**src/hdl/bjcl_pkg.sv**
```systemverilog
// ----------------------------------------------------------------------------
// bjcl_pkg
// Shared widths, types and constants for the Barth-Jespersen cell limiter.
// ----------------------------------------------------------------------------
package bjcl_pkg;

  localparam int unsigned LANES     = 4;
  localparam int unsigned DATA_W    = 32;
  localparam int unsigned FRAC_W    = 16;
  localparam int unsigned FACTOR_W  = FRAC_W + 1;
  localparam int unsigned DIV_STEPS = FRAC_W;
  // lane latency: one setup register plus one register per quotient bit
  localparam int unsigned LANE_LAT  = DIV_STEPS + 1;
  // input reg, min/max reg, lanes, merge reg, product reg, output reg
  localparam int unsigned PIPE_DEPTH = LANE_LAT + 5;

  typedef logic signed [DATA_W-1:0] data_t;
  typedef logic [FACTOR_W-1:0]      factor_t;

  localparam factor_t Q_ONE = factor_t'(1) << FRAC_W;

endpackage

```
**src/hdl/bjcl_face.sv**
```systemverilog
// ----------------------------------------------------------------------------
// bjcl_face
// One face: center + floor(factor * increment / 2^16), saturated to 32 bits.
// ----------------------------------------------------------------------------
module bjcl_face (
  input  logic              clk_i,
  input  logic              en_i,
  input  bjcl_pkg::factor_t factor_i,
  input  bjcl_pkg::data_t   center_i,
  input  bjcl_pkg::data_t   inc_i,
  output bjcl_pkg::data_t   face_o
);
  import bjcl_pkg::*;

  localparam int unsigned PROD_W = FACTOR_W + 1 + DATA_W;
  localparam int unsigned SH_W   = PROD_W - FRAC_W;

  logic signed [PROD_W-1:0] prod_q;
  data_t                    center_q;
  logic signed [SH_W:0]     sum;
  data_t                    face_q;

  // stage 1: product
  always_ff @(posedge clk_i) begin
    if (en_i) begin
      prod_q   <= $signed({1'b0, factor_i}) * inc_i;
      center_q <= center_i;
    end
  end

  // stage 2: floor shift, add, saturate
  always_comb begin
    sum = {prod_q[PROD_W-1], prod_q[PROD_W-1:FRAC_W]}
        + {{(SH_W+1-DATA_W){center_q[DATA_W-1]}}, center_q};
  end

  always_ff @(posedge clk_i) begin
    if (en_i) begin
      if (sum > $signed({{(SH_W+1-DATA_W){1'b0}}, {1'b0, {(DATA_W-1){1'b1}}}}))
        face_q <= {1'b0, {(DATA_W-1){1'b1}}};
      else if (sum < $signed({{(SH_W+1-DATA_W){1'b1}}, {1'b1, {(DATA_W-1){1'b0}}}}))
        face_q <= {1'b1, {(DATA_W-1){1'b0}}};
      else
        face_q <= sum[DATA_W-1:0];
    end
  end

  assign face_o = face_q;

endmodule

```
**config.mk**
```make
export PLATFORM = sky130hd
export DESIGN_NAME = bjcl_face
export DESIGN_NICKNAME = d
export VERILOG_FILES = /design/src/hdl/bjcl_pkg.sv /design/src/hdl/bjcl_face.sv
export SDC_FILE = /design/constraint.sdc
export NUM_CORES = 1
export LEC_CHECK = 0
export BUFFER_PORTS_ARGS = -buffer_cell sky130_fd_sc_hd__buf_2
export CAP_MARGIN = 20
export CORE_UTILIZATION = 30
export DETAILED_ROUTE_END_ITERATION = 10
export PLACE_DENSITY = 0.52
export SLEW_MARGIN = 30
export SYNTH_ARGS = -nofsm -noshare
export SYNTH_HDL_FRONTEND = slang
export SYNTH_SLANG_ARGS = --single-unit
```
**constraint.sdc**
```tcl
create_clock -name clk_i -period 6.9 [get_ports clk_i]
set_input_delay 1.38 -clock clk_i [delete_from_list [all_inputs] [get_ports clk_i]]
set_output_delay 1.38 -clock clk_i [all_outputs]
set_load 0.02 [all_outputs]
```
* Yosys cells after proc, flatten, opt, wreduce, memory -nomap -nowiden
Index checks and enable logic that the tools add are counted.
** Operators by class
- Add/sub/neg operators :: 1
- $mul :: 1
- $lt $le $gt $ge :: 2
- Muxes and demuxes :: 1
** Operators with widths (count)
- $mul A18 B32 Y50 :: 1
- $add A34 B32 Y35 :: 1
- $gt A35 B32 Y1 const B :: 1
- $lt A35 B32 Y1 const B :: 1
- $mux W32 :: 1
** Word-level totals
- Logic and storage cells :: 8
- Register bits :: 114

* Longest topological paths before layout
- Depth in word-level cells :: 3
- Gate-level depth with buffers :: 26

* Least setup slack after synthesis
Ideal clock, no wire load.
- Path type :: input -> register
- Start point :: input inc_i[11]
- End point :: register prod_q[48], data pin
- Stages on the path :: 20
- Library setup time :: 0.274 ns
- Path buffers :: 1
- Data arrival time :: 6.972 ns
- Setup slack :: -0.345 ns
- Path through :: clkbuf_1 -> and2_1 -> fa_1 -> inv_1 -> fa_1 -> fa_1 -> inv_1 -> fa_1 -> fa_1 -> fa_1 -> ha_1 -> and2_1 -> a311o_1 -> a2111oi_4 -> a211oi_2 -> a21oi_1 -> nor2_1 -> o31ai_1 -> o41ai_1 -> xor2_1
** Between the ends
- Word-level cells in the longest chain between the ends :: 1
** RTL lines
- from (decl) :: line bjcl_face.sv:10 : input bjcl_pkg::data_t inc_i,
- $mul A18 B32 Y50 :: line bjcl_face.sv:26 : prod_q <= $signed({1'b0, factor_i}) * inc_i;
- to (signal assigned) :: line bjcl_face.sv:26
- to (decl) :: line bjcl_face.sv:18 : logic signed [PROD_W-1:0] prod_q;
Every way passes these cells.
A chain may end at the register's enable or synchronous reset.

* Final worst setup path
- Start point :: input factor_i[3]
- End point :: register prod_q[42], data pin
** Between the ends
- Word-level cells in the longest chain between the ends :: 1
** RTL lines
- from (decl) :: line bjcl_face.sv:8 : input bjcl_pkg::factor_t factor_i,
- $mul A18 B32 Y50 :: line bjcl_face.sv:26
Every way passes these cells.

==> impl_metrics.toml <==
[run_status]
status = "finished, violations left"
violations = "negative setup slack"

[critical_path]
worstPathRequired_ns = 7.03
path_cells = "buf_12 > buf_12 > and2_4 > fa_1 > inv_1 > fa_1 > fa_1 > inv_1 > fa_1 > fa_1 > fa_1 > ha_4 > and2_4 > a311o_1 > a2111oi_4 > a211oi_4 > o211ai_2 > nand2_2 > a221oi_4 > o21bai_1 > xor2_1"
cp_top_family = "adder cells"
cpMaxStageDelayCell = "fa_1"
ff2ff_path_depth = 12
crit_fanout = 7
reg2reg_slack_ns = 3.05
crit_top_cell = "fa_1"
endpoint_kind = "register"
timing.rr.end = "face_o[0]"
startpoint_type = "input pin"
max_stage_delay_ns = 0.54
timing.rr.start = "center_q[0]"
arrival_ns = 7.19
crit_type = "input pin to register"
crit_buf_inv = 4

[sta]
skew_ns = 0.007580
fin_crit_ns = 7.063
worst_pin_slew_ns = 0.7047
tns_ns = -1.292
max-slew-margin-rel_pct = 53.02
rsz0062_at_grt = "true"
hold_viol = 0
setup_violations = 14
fin_ws_ns = -0.1634
fmax_mhz = 141.6
fin_crit_sh_pct = 102.4
slew_viol_final = 0

[logic_synthesis]
synth.area.mux_share_pct = 0.09406
synth_compound_gate_area_share_pct = 7.917
async_flop_share_pct = 0
synth_top_family_by_area = "adder cells"
yosys.area_share.simple_pct = 14.57
ys_warn_count = 0
synthTopCellsByCount = "590 x inv_1, 520 x fa_1, 330 x and2_1"
synth-seq-cells = 98
synth_edf_count = 98
synthAdderAreaFrac_pct = 51.26
synth.most_common_cell = "inv_1"
synth_top_cell_by_area = "fa_1"
syn_inst = 2473
avgSynthCellArea_um2 = 9.682
synth_fp_nets = 3225
synth_top_area_share_pct = 43.48
ys_top_cells_by_area = "fa_1 43%, edfxtp_1 12%, inv_1 9.2%"
synth_xor_area_share_pct = 2.743
syn_area_um2 = 23940
ys.flop_type = "edfxtp_1"
ys_seq_area_share_pct = 12.29
synthDistinctLibCells = 67

[grt]
grt_pass1_wl_um = 105200
overflow = 0
track_usage_pct = 16.66
grt_max_degree = 52
grt_pass1_vias = 19080
antenna_found_initial = 5

[placed_design]
pre_cts_ws_ns = -1.064
dpl.hpwl_um = 56130
place_inst = 3844
port_buffers = 114
finalWeightedCongestion = 0.8352

[clock_tree]
clk_path_buf_depth = 2
numCtsBuffers = 9
cts_root_buf = "clkbuf_16"
cts_sinks = 98
clkSlewWorstSetupHoldPaths_ns = 0.08
cts_hold_buf = 0
cts_tree = "yes"
htreeDepth = 3
worstSkewPairLatency_ns = 0.37

[floorplan]
num_io_pins = 115
dieArea_um2 = 80950
num_rows = 103
core_area_um2 = 79000
initial_core_util_pct = 30.31
die_w_um = 284.5
die_h_um = 284.5

[layout]
areaGrowthSynthToFinish_pct = 21.77
fin_nets = 3584
fillers = 7985
finalNonFillerCells = 3889
drive_gt1_share_pct = 21.40

[drt]
drc = 0
wl_um = 64800
drtIter0Drc = 618
ant_nets = 0
post_drt_via_cell_ratio = 4.416
drtPass1Iterations = 4
num_vias = 17170
wl_per_cell_um = 16.66

[worst_hold_path]
hold_end = "face_o[0]"
min_from = "prod_q[16]"
holdPathStages = 2
hold_path_class = "register to register"

[job]
drv_cap = 0
-- stage by stage --
stage	util, %	instance area (um^2)	hold slack (ns)
after detailed placement	35.33	27910	0.7433
final	36.91	29160	0.7557
after floorplan	-	24120	0.6132
after CTS	36.39	28750	0.7695
after global routing	36.90	29150	0.7872
after global placement	35.33	27910	0.7531
-- cells in the final DEF (no fill, tap or decap), types with 5 or more instances in the layout --
cell         n
inv_2       11
nor2_1      26
o21a_1       8
a211oi_1     5
inv_1      578
buf_2       88
ha_4        12
ha_1       136
fa_1       500
nand2_1    259
clkbuf_16   10
nand4_1     15
edfxtp_1    98
buf_8        7
a21oi_2     14
nor2b_1      5
o21ai_0     29
and3_1       8
xor2_1      24
nand3_1      7
fa_2        20
and2_1     305
a21o_1      62
buf_6       24
o21bai_1    12
xnor2_1     45
buf_12      10
buf_4      320
and2_4      25
a21oi_1     68
-- cell families (layout without fill, tap and decap cells) --
family          Yosys count  after routing
flops                    98             98
xor+xnor                 72             72
buf+inv                 693           1057
fa+ha+maj               669            669
mux                       2              2
simple gates            674            674
other cells               0              2
compound gates          265            265
-- worst min-delay path, stage by stage, from the launching register on --
cell and delay, ns:
edfxtp_1 0.34, ha_1 0.15, a21o_2 0.15
-- state kept, by name (all words and copies together) (netlist names) --
signal    cells
center_q     32
face_o       32
prod_q       34
-- metal layers --
layer / part of all wire (%) / track usage, % / vias to the layer above
li1: - / - / 8140
met1: 47 / 22.67 / 8711
met2: 47 / 28.05 / 270
met3: 3.9 / 2.648 / 50
met4: 1.7 / 3.078 / 2
met5: 0.020 / 0 / -
-- timing repair --
item / CTS / global route
setup endpoints to repair: 22 / 21
endpoints found under the hold margin: 0 / 0
buffers inserted: 11 / 16
cloned: 1 / 1
resized for setup: 107 / 69
pin swaps: 41 / 53
-- worst max-delay path by stage --
stage	startpoint	endpoint	depth (start not counted)
after floorplan	factor_i[6]	prod_q[42]	21
after global placement	inc_i[11]	prod_q[42]	20
after detailed placement	factor_i[9]	prod_q[44]	20
after CTS	factor_i[3]	prod_q[44]	21
after global routing	factor_i[3]	prod_q[42]	21
final	factor_i[3]	prod_q[42]	21
-- layout make-up --
cell class / instances / area, um^2 / share of cell area [%]
Inverter: 590 / 2217 / 7.604
Sequential cell: 98 / 2943 / 10.09
Antenna cell: 2 / 5.005 / 0.01717
Clock buffer: 9 / 225.2 / 0.7724
Tap cell: 1050 / 1314 / 4.506
Timing Repair Buffer: 451 / 3476 / 11.92
Clock inverter: 7 / 98.84 / 0.3390
Multi-Input combinational cell: 1682 / 18880 / 64.75
Power is left out: the tool's default activity adds up to more than one toggle a clock period on the data nets, which glitch-free logic cannot reach.
