===== src/hdl/bjcl_pkg.sv =====
// ----------------------------------------------------------------------------
// bjcl_pkg
// Shared widths, types and constants for the Barth-Jespersen cell limiter.
// ----------------------------------------------------------------------------
package bjcl_pkg;

  localparam int unsigned LANES     = 4;
  localparam int unsigned DATA_W    = 32;
  localparam int unsigned FRAC_W    = 16;
  localparam int unsigned FACTOR_W  = FRAC_W + 1;
  localparam int unsigned DIV_STEPS = FRAC_W;
  // lane latency: one setup register plus one register per quotient bit
  localparam int unsigned LANE_LAT  = DIV_STEPS + 1;
  // input reg, min/max reg, lanes, merge reg, product reg, output reg
  localparam int unsigned PIPE_DEPTH = LANE_LAT + 5;

  typedef logic signed [DATA_W-1:0] data_t;
  typedef logic [FACTOR_W-1:0]      factor_t;

  localparam factor_t Q_ONE = factor_t'(1) << FRAC_W;

endpackage


===== src/hdl/bjcl_merge.sv =====
// ----------------------------------------------------------------------------
// bjcl_merge
// Combines the lane ratios into the cell factor (least ratio, or one when
// the limiter is off) and registers it.
// ----------------------------------------------------------------------------
module bjcl_merge (
  input  logic              clk_i,
  input  logic              en_i,
  input  logic              lim_en_i,
  input  bjcl_pkg::factor_t ratio_i [bjcl_pkg::LANES],
  output bjcl_pkg::factor_t factor_o
);
  import bjcl_pkg::*;

  factor_t m01, m23, mall;
  factor_t factor_q;

  // two-level minimum tree
  always_comb begin
    m01  = (ratio_i[1] < ratio_i[0]) ? ratio_i[1] : ratio_i[0];
    m23  = (ratio_i[3] < ratio_i[2]) ? ratio_i[3] : ratio_i[2];
    mall = (m23 < m01) ? m23 : m01;
  end

  always_ff @(posedge clk_i) begin
    if (en_i) begin
      factor_q <= lim_en_i ? mall : Q_ONE;
    end
  end

  assign factor_o = factor_q;

endmodule


===== config.mk =====
export PLATFORM = sky130hd
export DESIGN_NAME = bjcl_merge
export DESIGN_NICKNAME = d
export VERILOG_FILES = /design/src/hdl/bjcl_pkg.sv /design/src/hdl/bjcl_merge.sv
export SDC_FILE = /design/constraint.sdc
export NUM_CORES = 1
export LEC_CHECK = 0
export CAP_MARGIN = 20
export CORE_UTILIZATION = 43
export CTS_CLUSTER_DIAMETER = 100
export CTS_CLUSTER_SIZE = 20
export DETAILED_ROUTE_END_ITERATION = 16
export DONT_BUFFER_PORTS = 1
export PLACE_DENSITY = 0.68
export SYNTH_ARGS = -nofsm -noshare
export SYNTH_HDL_FRONTEND = slang
export SYNTH_SLANG_ARGS = --single-unit

===== constraint.sdc =====
create_clock -name clk_i -period 8.2 [get_ports clk_i]
set_input_delay 2.05 -clock clk_i [delete_from_list [all_inputs] [get_ports clk_i]]
set_output_delay 2.05 -clock clk_i [all_outputs]
set_load 0.01 [all_outputs]

== After elaboration in Yosys (flattened, before gate mapping) ==
Cells that the tools add are included.

* Order comparisons: 3
* Mux-type cells: 3

{| class="wikitable"
|+ Operator list
! operator !! count
|-
| 17-bit < comparator || 3
|-
| 17-bit two-way mux || 3
|}

* Register bits after elaboration: 17
* Input port bits: 71
* Output and inout bits: 17
* Logic and storage cells: 7

== Longest topological paths before layout ==
* Word-level depth: 4
* Mapped depth: 19
* Depth with buffers taken out: 15

== Least setup slack after synthesis ==
OpenSTA, ideal clock, no wires.

* Path type: input -> register
* From: in ratio_i[59] (netlist bit)
* To: reg factor_q[14] (netlist: factor_o[14]), data pin
* Library setup time: 283 ps
* Data arrival time: 5,611 ps
* Required time: 7,917 ps
* Slack: 2,307 ps
* Stages: 18
* Buffers on the path: 3
* Cells stage by stage: inv_1 > ha_1 > and4_1 > o211ai_1 > o211a_1 > o311ai_4 > buf_2 > mux2i_1 > ha_1 > a211oi_1 > o21ai_0 > o211ai_1 > a211oi_1 > or2_2 > clkbuf_1 > clkbuf_1 > a211oi_1 > a211oi_2

* Longest elaborated chain between the ends: 4

{| class="wikitable"
|+ Ends and longest elaborated chain
! what !! RTL line !! source
|-
| start: declaration || bjcl_merge.sv:10 || <nowiki>input bjcl_pkg::factor_t ratio_i [bjcl_pkg::LANES],</nowiki>
|-
| 17-bit < comparator || bjcl_merge.sv:20 || <nowiki>m01 = (ratio_i[1] < ratio_i[0]) ? ratio_i[1] : ratio_i[0];</nowiki>
|-
| 17-bit two-way mux * || bjcl_merge.sv:20 ||
|-
| 17-bit < comparator || bjcl_merge.sv:22 || <nowiki>mall = (m23 < m01) ? m23 : m01;</nowiki>
|-
| 17-bit two-way mux * || bjcl_merge.sv:22 ||
|-
| end signal: assignment || bjcl_merge.sv:27 || <nowiki>factor_q <= lim_en_i ? mall : Q_ONE;</nowiki>
|-
| end: declaration || bjcl_merge.sv:16 || <nowiki>factor_t factor_q;</nowiki>
|}

Mark *: on every way between the ends. The rest lies on a longest branch, timed or not.
A chain may end at the register's enable or synchronous reset.

== Worst setup path in the final report ==
* From: in ratio_i[59] (netlist bit)
* To: reg factor_q[10] (netlist: factor_o[10]), data pin

Same word-level chain as after synthesis.

==> results.md <==
Flow run:
- The max-cap violation count is 0.

Drt:
- The pre-antenna-repair detailed-routing pass consisted of 4 iterations.
- The via total after detailed routing is 2127.
- The average via count per standard cell is 6.18.
- For this block, the initial DRC count from the detailed router was 143.
- After detailed routing, the number of remaining DRC violations is 0.
- The count of nets left with antenna violations once routing finished came out at 0.
- Wires add up to 5980 um.
- The average routed wire per standard cell is 17.4 um.

Setup path:
- The endpoint required time on the critical path is 8180 ps.
- Traced cell by cell, the critical path runs through inv_1 > ha_1 > and4_1 > o211ai_1 > o211a_1 > o311ai_4 > mux2i_1 > ha_1 > and4_1 > nand3_1 > nor3_2 > a21o_4 > a211oi_1.
- The number of buffer and inverter stages on the critical path is 1.
- The worst-path maximum fanout is 19.
- The kind of cell adding the most delay to the critical path is compound AO/OA/AOI/OAI gates.
- STA classifies the critical path startpoint as a primary input.
- STA puts the critical path data arrival time at 6280 ps.
- The largest individual stage delay along the critical path comes from the cell sky130_fd_sc_hd__o311ai_4.
- The nature of the critical path endpoint is a register.
- The maximum cell stage delay along the critical path is 890 ps.
- The worst setup path is of the primary input to register kind.

Final layout:
- In the final layout, the share of cells above drive strength 1 is 8.82%.
- The final cell area excluding filler cells is 2580 um^2.
- The number of flip-flops under the largest register name is 17.
- The final-stage net count is 392.
- The area added between synthesis and finish is 3.20%.
- The antenna diode instance count is 0.
- Excluding fillers, the count of instances in the completed layout stands at 344.

Logic synthesis:
- The total of warnings raised by yosys is 0.
- The synthesized design devotes to its leading area cell type 24.0% of total area.
- The sequential share of the synthesized area is 20.4%.
- The primary flip-flop cell chosen by synthesis mapping is sky130_fd_sc_hd__edfxtp_1.
- The number of library cell types mapped by synthesis is 44.
- The number of enable flip-flop cells after synthesis is 17.
- The synthesized netlist devotes 24.0% of its cell area to adder and majority cells.
- For this run, asynchronously set or reset flops after synthesis account for 0%.
- The simple-gate area share of the yosys netlist is 13.0%.
- The compound-cell area share of the yosys netlist is 28.4%.
- The number of synthesized register bits is 17.
- The net count of the mapped netlist is 398.
- The share of synthesized area spent on multiplexers is 6.39%.
- Summing every instance area after synthesis gives 2500 um^2.
- After synthesis, the largest family of logic cells by area is compound AO/OA/AOI/OAI gates.
- The leading cell type by number of instances after synthesis is sky130_fd_sc_hd__ha_1.
- Sorting the synthesized cells by area gives the leading types as sky130_fd_sc_hd__ha_1 24%, sky130_fd_sc_hd__edfxtp_1 20%, sky130_fd_sc_hd__a211oi_1 7.5%, sky130_fd_sc_hd__mux2i_1 6.4%, sky130_fd_sc_hd__o21ai_0 5.2%.
- The leading area contributor after synthesis is sky130_fd_sc_hd__ha_1.
- The cell count after synthesis is 279.
- Each instance of the synthesized netlist takes up on average 8.98 um^2.
- By count the netlist is led by 48 x sky130_fd_sc_hd__ha_1, 33 x sky130_fd_sc_hd__inv_1, 26 x sky130_fd_sc_hd__o21ai_0, 25 x sky130_fd_sc_hd__a211oi_1, 21 x sky130_fd_sc_hd__nand3_1.
- The parity-gate share of the synthesized area counting xor and xnor cells is 0%.

CTS:
- The number of buffers added for setup after CTS is 0.
- TritonCTS built the clock tree.
- The maximum buffer depth of the clock tree is 2.
- The number of clock buffers added by TritonCTS is 3.
- In this run the number of H-tree levels came out at 1.
- The clock drives 17 sinks.
- The total of hold buffers inserted after clock tree synthesis is 0.
- The clock slew seen by the registers of the worst setup and hold paths is 70 ps.
- The root cell of the clock tree is sky130_fd_sc_hd__clkbuf_8.
- In this run, post-CTS repair resized a total of 0 instances.

Timing:
- The final critical path time including I/O delays and setup is 6300 ps.
- The slew at the pin with the worst max-slew slack is 1090 ps.
- Setup repair after global routing left no endpoint under its margin.
- The total count of hold-check failures in the final report is 0.
- On the final layout, the worst hold slack is 1900 ps.
- Summed over all failing endpoints, the final setup total negative slack is 0 ps.
- For this run, the top clock speed supported by timing is 159 MHz.
- The number of setup violations in the final report is 0.
- The max-slew violation count was 0.
- The share of the cycle needed by the critical path after routing is 76.8%.
- The headroom to the max-slew limit is 27.4%.

Placed design:
- The placed cell count is 340.
- The number of port buffers is 0.
- Once placement finished, the instance area stood at 2540 um^2.
- The half-perimeter wire length after detailed placement is 5110 um.
- The placer's final routability congestion estimate is 0.814.

Global route:
- The number of global-route vias before repair came to 2018.
- The remaining global-route overflow is 0.
- The wire length of the first global-routing pass is 9670 um.
- Entering global routing, the biggest net connects 21 pins.
- The global-route total usage across every layer is 19.9%.
- The initial antenna violation count is 0.

Power:
- Dividing total power by cell area gives a power density of 143 nW/um^2.
- The largest voltage drop on the vdd net is 0.0000649 V.
- The leakage power summed over all cells is 1.12 nW.

Die:
- The height of the die is 78.3 um.
- 88 I/O pins were placed.
- The initialized floorplan defines 27 standard-cell rows.
- The overall die width is 78.3 um.
- The core region is 5570 um^2.
- The initial utilization of the core area, before any placement, comes to 44.9%.
- The floorplan step defined a die boundary enclosing 6130 um^2.

Min path:
- The class of the most critical hold timing path is primary input to register.

Outcome:
- The flow ran to the end, and the final reports show no timing, DRC or antenna violations.
## per-stage QoR
step                      utilization, %  power (W)  setup WS (ps)
after floorplan                        -   0.000273           2310
after CTS                           46.4   0.000369           1920
final                               46.4   0.000370           1900
after global routing                46.4   0.000396           1620
after global placement              45.5   0.000302           1740
after detailed placement            45.5   0.000307           1660
## layout make-up
| type | instances | area, um^2 |
|---|---|---|
| sequential | 17 | 510 |
| multi-input combinational | 216 | 1800 |
| clock buffer | 3 | 41.3 |
| tap | 72 | 90.1 |
| clock inverter | 1 | 5.00 |
| timing repair buffer | 1 | 7.51 |
| inverter | 34 | 128 |
| fill | 569 | 2990 |
## final timing paths
check                                   endpoint  cells past startpoint         from
worst max-delay path  factor_o[10]$_SDFFCE_PN0P_                     13  ratio_i[59]
worst min-delay path  factor_o[15]$_SDFFCE_PN0P_                      0         en_i
## placed cells by master, fill, tap and decap left out, types with 3 or more instances in the layout
cell type	instances
sky130_fd_sc_hd__a211oi_1	25
sky130_fd_sc_hd__a211oi_2	10
sky130_fd_sc_hd__a21oi_1	11
sky130_fd_sc_hd__and4_1	4
sky130_fd_sc_hd__clkbuf_8	3
sky130_fd_sc_hd__edfxtp_1	17
sky130_fd_sc_hd__ha_1	48
sky130_fd_sc_hd__inv_1	33
sky130_fd_sc_hd__mux2i_1	16
sky130_fd_sc_hd__nand2_1	8
sky130_fd_sc_hd__nand3_1	21
sky130_fd_sc_hd__nand4_1	4
sky130_fd_sc_hd__nor2_1	7
sky130_fd_sc_hd__nor4_1	3
sky130_fd_sc_hd__o21ai_0	26
## kinds of logic (layout without fill, tap and decap cells)
group                      after synthesis  after routing
buffers and inverters                   46             39
AOI/OAI and AO/OA                       94             94
DFF                                     17             17
adders and majority gates               48             48
muxes                                   16             16
and+or+nand+nor                         58             58
## per-layer routing
metal  part of all wire, %  GRT usage [%]  vias up
met3                   5.3           2.33        7
li1                      -              -     1064
met4                   1.1           5.00        0
met1                    49           28.9      978
met2                    44           30.9       78
met5                     0              0        -
## power by group
group / leakage, nW / switching (W) / total [W] / internal [W]
Clock: 0.0255 / 0.0000302 / 0.0000640 / 0.0000338
Sequential: 0.164 / 0.0000119 / 0.000126 / 0.000114
Combinational: 0.932 / 0.000109 / 0.000179 / 0.0000701
Total: 1.12 / 0.000151 / 0.000370 / 0.000218
No activity file was read; power rests on OpenSTA's default activity.
