[config.mk]
export PLATFORM = sky130hd
export DESIGN_NAME = bjcl_ratio_lane
export DESIGN_NICKNAME = d
export VERILOG_FILES = /design/src/hdl/bjcl_pkg.sv /design/src/hdl/bjcl_ratio_lane.sv
export SDC_FILE = /design/constraint.sdc
export NUM_CORES = 2
export LEC_CHECK = 0
export BUFFER_PORTS_ARGS = -buffer_cell sky130_fd_sc_hd__buf_2
export CAP_MARGIN = 20
export CORE_MARGIN = 1
export CORE_UTILIZATION = 50
export CTS_CLUSTER_SIZE = 14
export DETAILED_ROUTE_END_ITERATION = 16
export PLACE_DENSITY = 0.65
export SYNTH_ARGS = -nofsm -noshare
export SYNTH_HDL_FRONTEND = slang
export SYNTH_SLANG_ARGS = --single-unit
export TNS_END_PERCENT = 20
[constraint.sdc]
create_clock -name clk_i -period 6.86 [get_ports clk_i]
set_input_delay 0.686 -clock clk_i [delete_from_list [all_inputs] [get_ports clk_i]]
set_output_delay 0.686 -clock clk_i [all_outputs]
set_load 0.005 [all_outputs]
[src/hdl/bjcl_pkg.sv]
// ----------------------------------------------------------------------------
// bjcl_pkg
// Shared widths, types and constants for the Barth-Jespersen cell limiter.
// ----------------------------------------------------------------------------
package bjcl_pkg;

  localparam int unsigned LANES     = 4;
  localparam int unsigned DATA_W    = 32;
  localparam int unsigned FRAC_W    = 16;
  localparam int unsigned FACTOR_W  = FRAC_W + 1;
  localparam int unsigned DIV_STEPS = FRAC_W;
  // lane latency: one setup register plus one register per quotient bit
  localparam int unsigned LANE_LAT  = DIV_STEPS + 1;
  // input reg, min/max reg, lanes, merge reg, product reg, output reg
  localparam int unsigned PIPE_DEPTH = LANE_LAT + 5;

  typedef logic signed [DATA_W-1:0] data_t;
  typedef logic [FACTOR_W-1:0]      factor_t;

  localparam factor_t Q_ONE = factor_t'(1) << FRAC_W;

endpackage

[src/hdl/bjcl_ratio_lane.sv]
// ----------------------------------------------------------------------------
// bjcl_ratio_lane
// One edge: headroom over increment magnitude in Q1.16, capped at one,
// by a pipelined restoring divider with one quotient bit per stage.
// ----------------------------------------------------------------------------
module bjcl_ratio_lane (
  input  logic             clk_i,
  input  logic             en_i,
  input  bjcl_pkg::data_t  center_i,
  input  bjcl_pkg::data_t  hi_i,
  input  bjcl_pkg::data_t  lo_i,
  input  bjcl_pkg::data_t  inc_i,
  output bjcl_pkg::factor_t ratio_o
);
  import bjcl_pkg::*;

  logic                  pos, neg;
  logic [DATA_W:0]       head, mag;
  logic                  one_d;

  logic [DATA_W-1:0]     r_q   [0:DIV_STEPS];
  logic [DATA_W-1:0]     mag_q [0:DIV_STEPS];
  logic [DIV_STEPS-1:0]  quo_q [0:DIV_STEPS];
  logic                  one_q [0:DIV_STEPS];

  // setup: pick headroom and magnitude by sign of the increment
  always_comb begin
    pos = !inc_i[DATA_W-1] && (inc_i != '0);
    neg = inc_i[DATA_W-1];
    if (pos) begin
      head = {hi_i[DATA_W-1], hi_i} - {center_i[DATA_W-1], center_i};
      mag  = {1'b0, inc_i};
    end else begin
      head = {center_i[DATA_W-1], center_i} - {lo_i[DATA_W-1], lo_i};
      mag  = {1'b0, ~inc_i} + {{DATA_W{1'b0}}, 1'b1};
    end
    one_d = !(pos || neg) || (head >= mag);
  end

  always_ff @(posedge clk_i) begin
    if (en_i) begin
      r_q[0]   <= head[DATA_W-1:0];
      mag_q[0] <= mag[DATA_W-1:0];
      quo_q[0] <= '0;
      one_q[0] <= one_d;
    end
  end

  // one quotient bit per stage
  for (genvar k = 0; k < DIV_STEPS; k++) begin : g_step
    logic [DATA_W:0] t, diff;
    logic            ge;
    always_comb begin
      t    = {r_q[k], 1'b0};
      ge   = t >= {1'b0, mag_q[k]};
      diff = t - {1'b0, mag_q[k]};
    end
    always_ff @(posedge clk_i) begin
      if (en_i) begin
        r_q[k+1]   <= ge ? diff[DATA_W-1:0] : t[DATA_W-1:0];
        mag_q[k+1] <= mag_q[k];
        quo_q[k+1] <= {quo_q[k][DIV_STEPS-2:0], ge};
        one_q[k+1] <= one_q[k];
      end
    end
  end

  assign ratio_o = one_q[DIV_STEPS] ? Q_ONE : {1'b0, quo_q[DIV_STEPS]};

endmodule

Word-level counts from Yosys, hierarchy flattened
Memories as Yosys holds them, arrays and structs flattened.
Index checks and enable logic that the tools add are counted.
{"block": "classes", "n_addsub": 19, "order_cmp": 17, "muxes": 21, "bitwise_logic": 1, "reduce_logical": 6}
{"operator": ">= comparator 33 x 32 -> 1 bit", "n": 16}
{"operator": "2-to-1 mux 32 bit", "n": 16}
{"operator": "subtractor 32 bit", "n": 16}
{"operator": "2-to-1 mux 33 bit", "n": 2}
{"operator": "subtractor 32 x 32 -> 33 bit", "n": 2}
{"operator": "adder 32 x 1 -> 33 bit, second input constant", "n": 1}
{"operator": ">= comparator 33 bit", "n": 1}
{"operator": "inverter 32 bit", "n": 1}
{"operator": "nonzero test 32 bit", "n": 1}
{"operator": "2-to-1 mux 17 bit", "n": 1}
{"operator": "zero test 1 bit", "n": 2}
{"operator": "logical OR 1 bit", "n": 2}
{"operator": "2-to-1 mux 1 bit", "n": 2}
{"operator": "logical AND 1 bit", "n": 1}
{"block": "totals", "ff_bits": 0, "ramBits": 1377, "input_bits": 130, "word_cells": 68, "memories": 4}
{"name": "mag_q", "words": 17, "word_bits": 32, "read_ports": 16, "rd_clocked_by_memory_dff": 0, "wr": 17, "line": "bjcl_ratio_lane.sv:22", "source": "logic [DATA_W-1:0] mag_q [0:DIV_STEPS];"}
{"name": "r_q", "words": 17, "word_bits": 32, "read_ports": 16, "rd_clocked_by_memory_dff": 0, "wr": 17, "line": "bjcl_ratio_lane.sv:21", "source": "logic [DATA_W-1:0] r_q [0:DIV_STEPS];"}
{"name": "quo_q", "words": 17, "word_bits": 16, "read_ports": 17, "rd_clocked_by_memory_dff": 0, "wr": 17, "line": "bjcl_ratio_lane.sv:23", "source": "logic [DIV_STEPS-1:0] quo_q [0:DIV_STEPS];"}
{"name": "one_q", "words": 17, "word_bits": 1, "read_ports": 17, "rd_clocked_by_memory_dff": 0, "wr": 17, "line": "bjcl_ratio_lane.sv:24", "source": "logic one_q [0:DIV_STEPS];"}

Logic depth before layout (Yosys ltp)
{"block": "depth", "ltp_word": 5, "depth_mapped": 25}

Least setup slack after synthesis
Ideal clock, no wire load.
{"block": "synth_path", "path_type": "input to register", "startpoint": "in inc_i[2]", "endpoint": "mem one_q[0][0] (data pin)", "setup_ns": 0.279, "t_arrival_ns": 5.073, "required_time_ns": 6.581, "setup_slack_ns": 1.508, "stages": 24, "n_path_buf": 3, "cell_sequence": "or4_1 nor2_1 nand3_2 or4_4 or3_4 or4_4 nand2b_2 buf_6 buf_6 buf_2 nand2_1 o31ai_1 ha_1 a21o_1 a21oi_1 nor2b_1 o21ai_0 nand2b_1 a21oi_1 nor2b_1 o21ai_0 nand2_1 a221oi_1 o311ai_0"}
{"element": "start, declared", "line": "bjcl_ratio_lane.sv:12", "source": "input bjcl_pkg::data_t inc_i,"}
{"element": "end, declared", "line": "bjcl_ratio_lane.sv:24"}

==> flow_summary.ini <==
[synthesis]
synthFlopType = edfxtp_1
synth_area_mm2 = 0.0723
yosysWarningCount = 0
ys_ff_latch = 1177
syn_nets = 7548
seq_area_frac_synth = 0.489
synthesis.instances = 6792
async_reset_ff_frac = 0
avgSynthCellArea_um2 = 10.6
synth_edf_count = 1177
synth_cell_type_count = 90

[die]
dieArea_mm2 = 0.146
die_w_um = 382
initial_utilization = 0.504
die_h_um = 382
coreArea_mm2 = 0.143
pin_count = 147
num_rows = 139

[worst_setup_path]
r2r_slack_ps = 2010
reg2reg_from = r_q[0][36]
cp-start-kind = input port
critPathKind = in -> reg
worstSetupEndpoint = one_q[0][0]
slowest_delay_ps = 580
r2r-end = r_q[0][70]
worst_setup_path_end_kind = flip-flop
crit_fanout = 15
crit_start = inc_i[2]
worst_ep_arrival_time_ps = 6220
cp_cell_sequence = buf_2 -> or4_1 -> nor2_1 -> nand3_2 -> or4_4 -> or3_4 -> or4_4 -> nand2b_2 -> buf_4 -> nand2_1 -> o31ai_1 -> ha_1 -> a21o_1 -> a21oi_1 -> nor2b_1 -> o21ai_0 -> nand2b_1 -> a21oi_1 -> nor2b_1 -> o21ai_0 -> nand2_1 -> a221oi_1 -> o311ai_0
r2r_cells = 11
required_ps = 7330
cp_slowest_cell = or4_4

[sta]
drv_slew = 0
fin_skew_ps = 26.8
hold_viol_final = 0
max_slew.worst_pin.slew_ps = 1100
tns_ps = 0
finalWorstPathRequiredPeriod_ps = 5750
setup_viol = 0
slew_headroom = 0.256
rsz0062_at_grt = false
fmax_mhz = 174
period_share = 0.838

[routing]
drt_wl_total_um = 161000
drt_iter0_drc = 2325
ant_nets = 0
viasPerCell = 5.59
num_vias = 50200
wl_per_cell_um = 17.9
first_pass_iters = 5
drc_errors = 0

[run]
cap_violations = 0

[grt]
track_usage = 0.218
grt_pass1_wl_um = 254000
globalRouteOverflowTotal = 0
grt_start_max_net_pins = 173
antenna_found_initial = 1
first_global_vias = 51900

[clocking]
cts_root_buf = clkbuf_16
cts_tree = yes
clockBufferDepth = 3
cts.repair.resized = 0
numCtsBuffers = 131
h-tree-depth = 4
numClockSinks = 1177
clkTransAtPathRegs_ps = 60
post_cts.repair.setup_buffers = 0
cts_hold_buf = 0
clk_latency_ps = 760

[cells_and_area]
final_common_cell = edfxtp_1
diodes = 0
drive_gt1_frac = 0.0881
final_nets = 7728
area_growth_pct = 9.91
final_cell_mix = edfxtp_1 (1177), inv_1 (766), ha_1 (609)
utilization = 0.554

[placed_design]
io_buffers = 146
gp_congestion = 0.959
hpwl_um = 125000

[worst_hold_path]
hp-class = in -> reg

[power_and_ir_drop]
peakVddDrop_mv = 0.298
p_per_area_mw_per_mm2 = 449
p_leak_nw = 33.5

[status]
run_status = complete, no violations
## synth_stat cells, drive strengths merged (12+ instances only)
cell       n  area, um2
a21boi    25        188
or4       12        101
or3       20        130
o41ai     17        149
edfxtp  1177      35300
a211o     19        166
o21ai    466       2330
mux2     192       2170
o31ai     47        353
and4      20        175
nor2b    110        696
and2      40        250
o22ai     17        106
and3      49        307
inv      766       2880
a221o     13        130
ha       609       7620
fa        17        340
nand2    474       1780
nand3     94        475
a31oi     68        425
o21bai    65        488
nand4     85        532
o211ai    21        158
a41oi     13        114
xor2     171       1500
nor4      17        121
a21o     310       2330
nor2     386       1450
or2       23        144
a21oi    538       2700
o21a      78        586
a211oi    49        373
clkbuf   124        465
buf       25        160
mux2i     20        200
nand2b   101        634
a311oi    12        111
nor3      80        400
xnor2    291       2550
## metrics by stage
step / std cells / hold slack (ps) / setup WS, ps / power (mW) / instance area, um2
after global routing: 8975 / 185 / 733 / 38.2 / 79500
after detailed placement: 8740 / 405 / 328 / 29.0 / 75400
after CTS: 8973 / 158 / 1130 / 35.8 / 79400
final: 8975 / 218 / 1110 / 35.7 / 79500
after global placement: 8740 / 402 / 371 / 28.6 / 75400
after floorplan: 6792 / 400 / 1510 / 24.7 / 72300
## worst max-delay path, delay by kind of cell
| kind | cells | cell delay [ps] |
|---|---|---|
| compound gates | 8 | 1630 |
| fa+ha+maj | 1 | 300 |
| buf+inv | 2 | 390 |
| simple gates | 12 | 3210 |
## per-layer routing
layer / vias to the layer above / routed length, um / global-route usage
met5: - / 0 / 0
met4: 0 / 11800 / 0.156
met3: 502 / 4200 / 0.0269
met2: 976 / 91100 / 0.452
met1: 23600 / 53600 / 0.185
li1: 25100 / - / -
## how the worst min path moves through the flow
stage	from	to	slack (ps)	cells past startpoint
floorplan	one_q[0][0]	one_q[0][1]	400	0
global placement	quo_q[1][48]	quo_q[1][65]	400	0
detailed placement	one_q[1][3]	one_q[1][4]	400	0
CTS	inc_i[0]	mag_q[0][0]	160	1
global route	inc_i[0]	mag_q[0][0]	180	1
finish	inc_i[0]	mag_q[0][0]	220	1
## final cells by class
cell class	instances	area, um2
inverters	767	2880
repair buffers	196	1220
fillers	12300	64000
clock buffers	159	3470
multi-input cells	4699	33600
flip-flops and latches	1177	35300
clock inverters	74	601
well taps	1903	2380
## power breakdown
group / switching, mW / internal (mW) / total (mW) / leakage [nW]
Sequential: 0.983 / 10.8 / 11.8 / 11.5
Clock: 2.82 / 3.86 / 6.69 / 1.98
Combinational: 9.66 / 7.52 / 17.2 / 20.0
Total: 13.5 / 22.2 / 35.7 / 33.5
## kinds of logic after synthesis
kind of cell	share of synthesized area
DFF	0.489
and+or+nand+nor	0.103
muxes	0.0327
xor gates and xnor gates	0.0560
adders and majority gates	0.110
AOI/OAI and AO/OA	0.161
buffers and inverters	0.0485
## state kept, by name, summed over array words and instances, names as in the netlist
register / flops
one_q: 17
r_q: 512
quo_q: 136
mag_q: 512
Power figures use the tool's default switching activity.
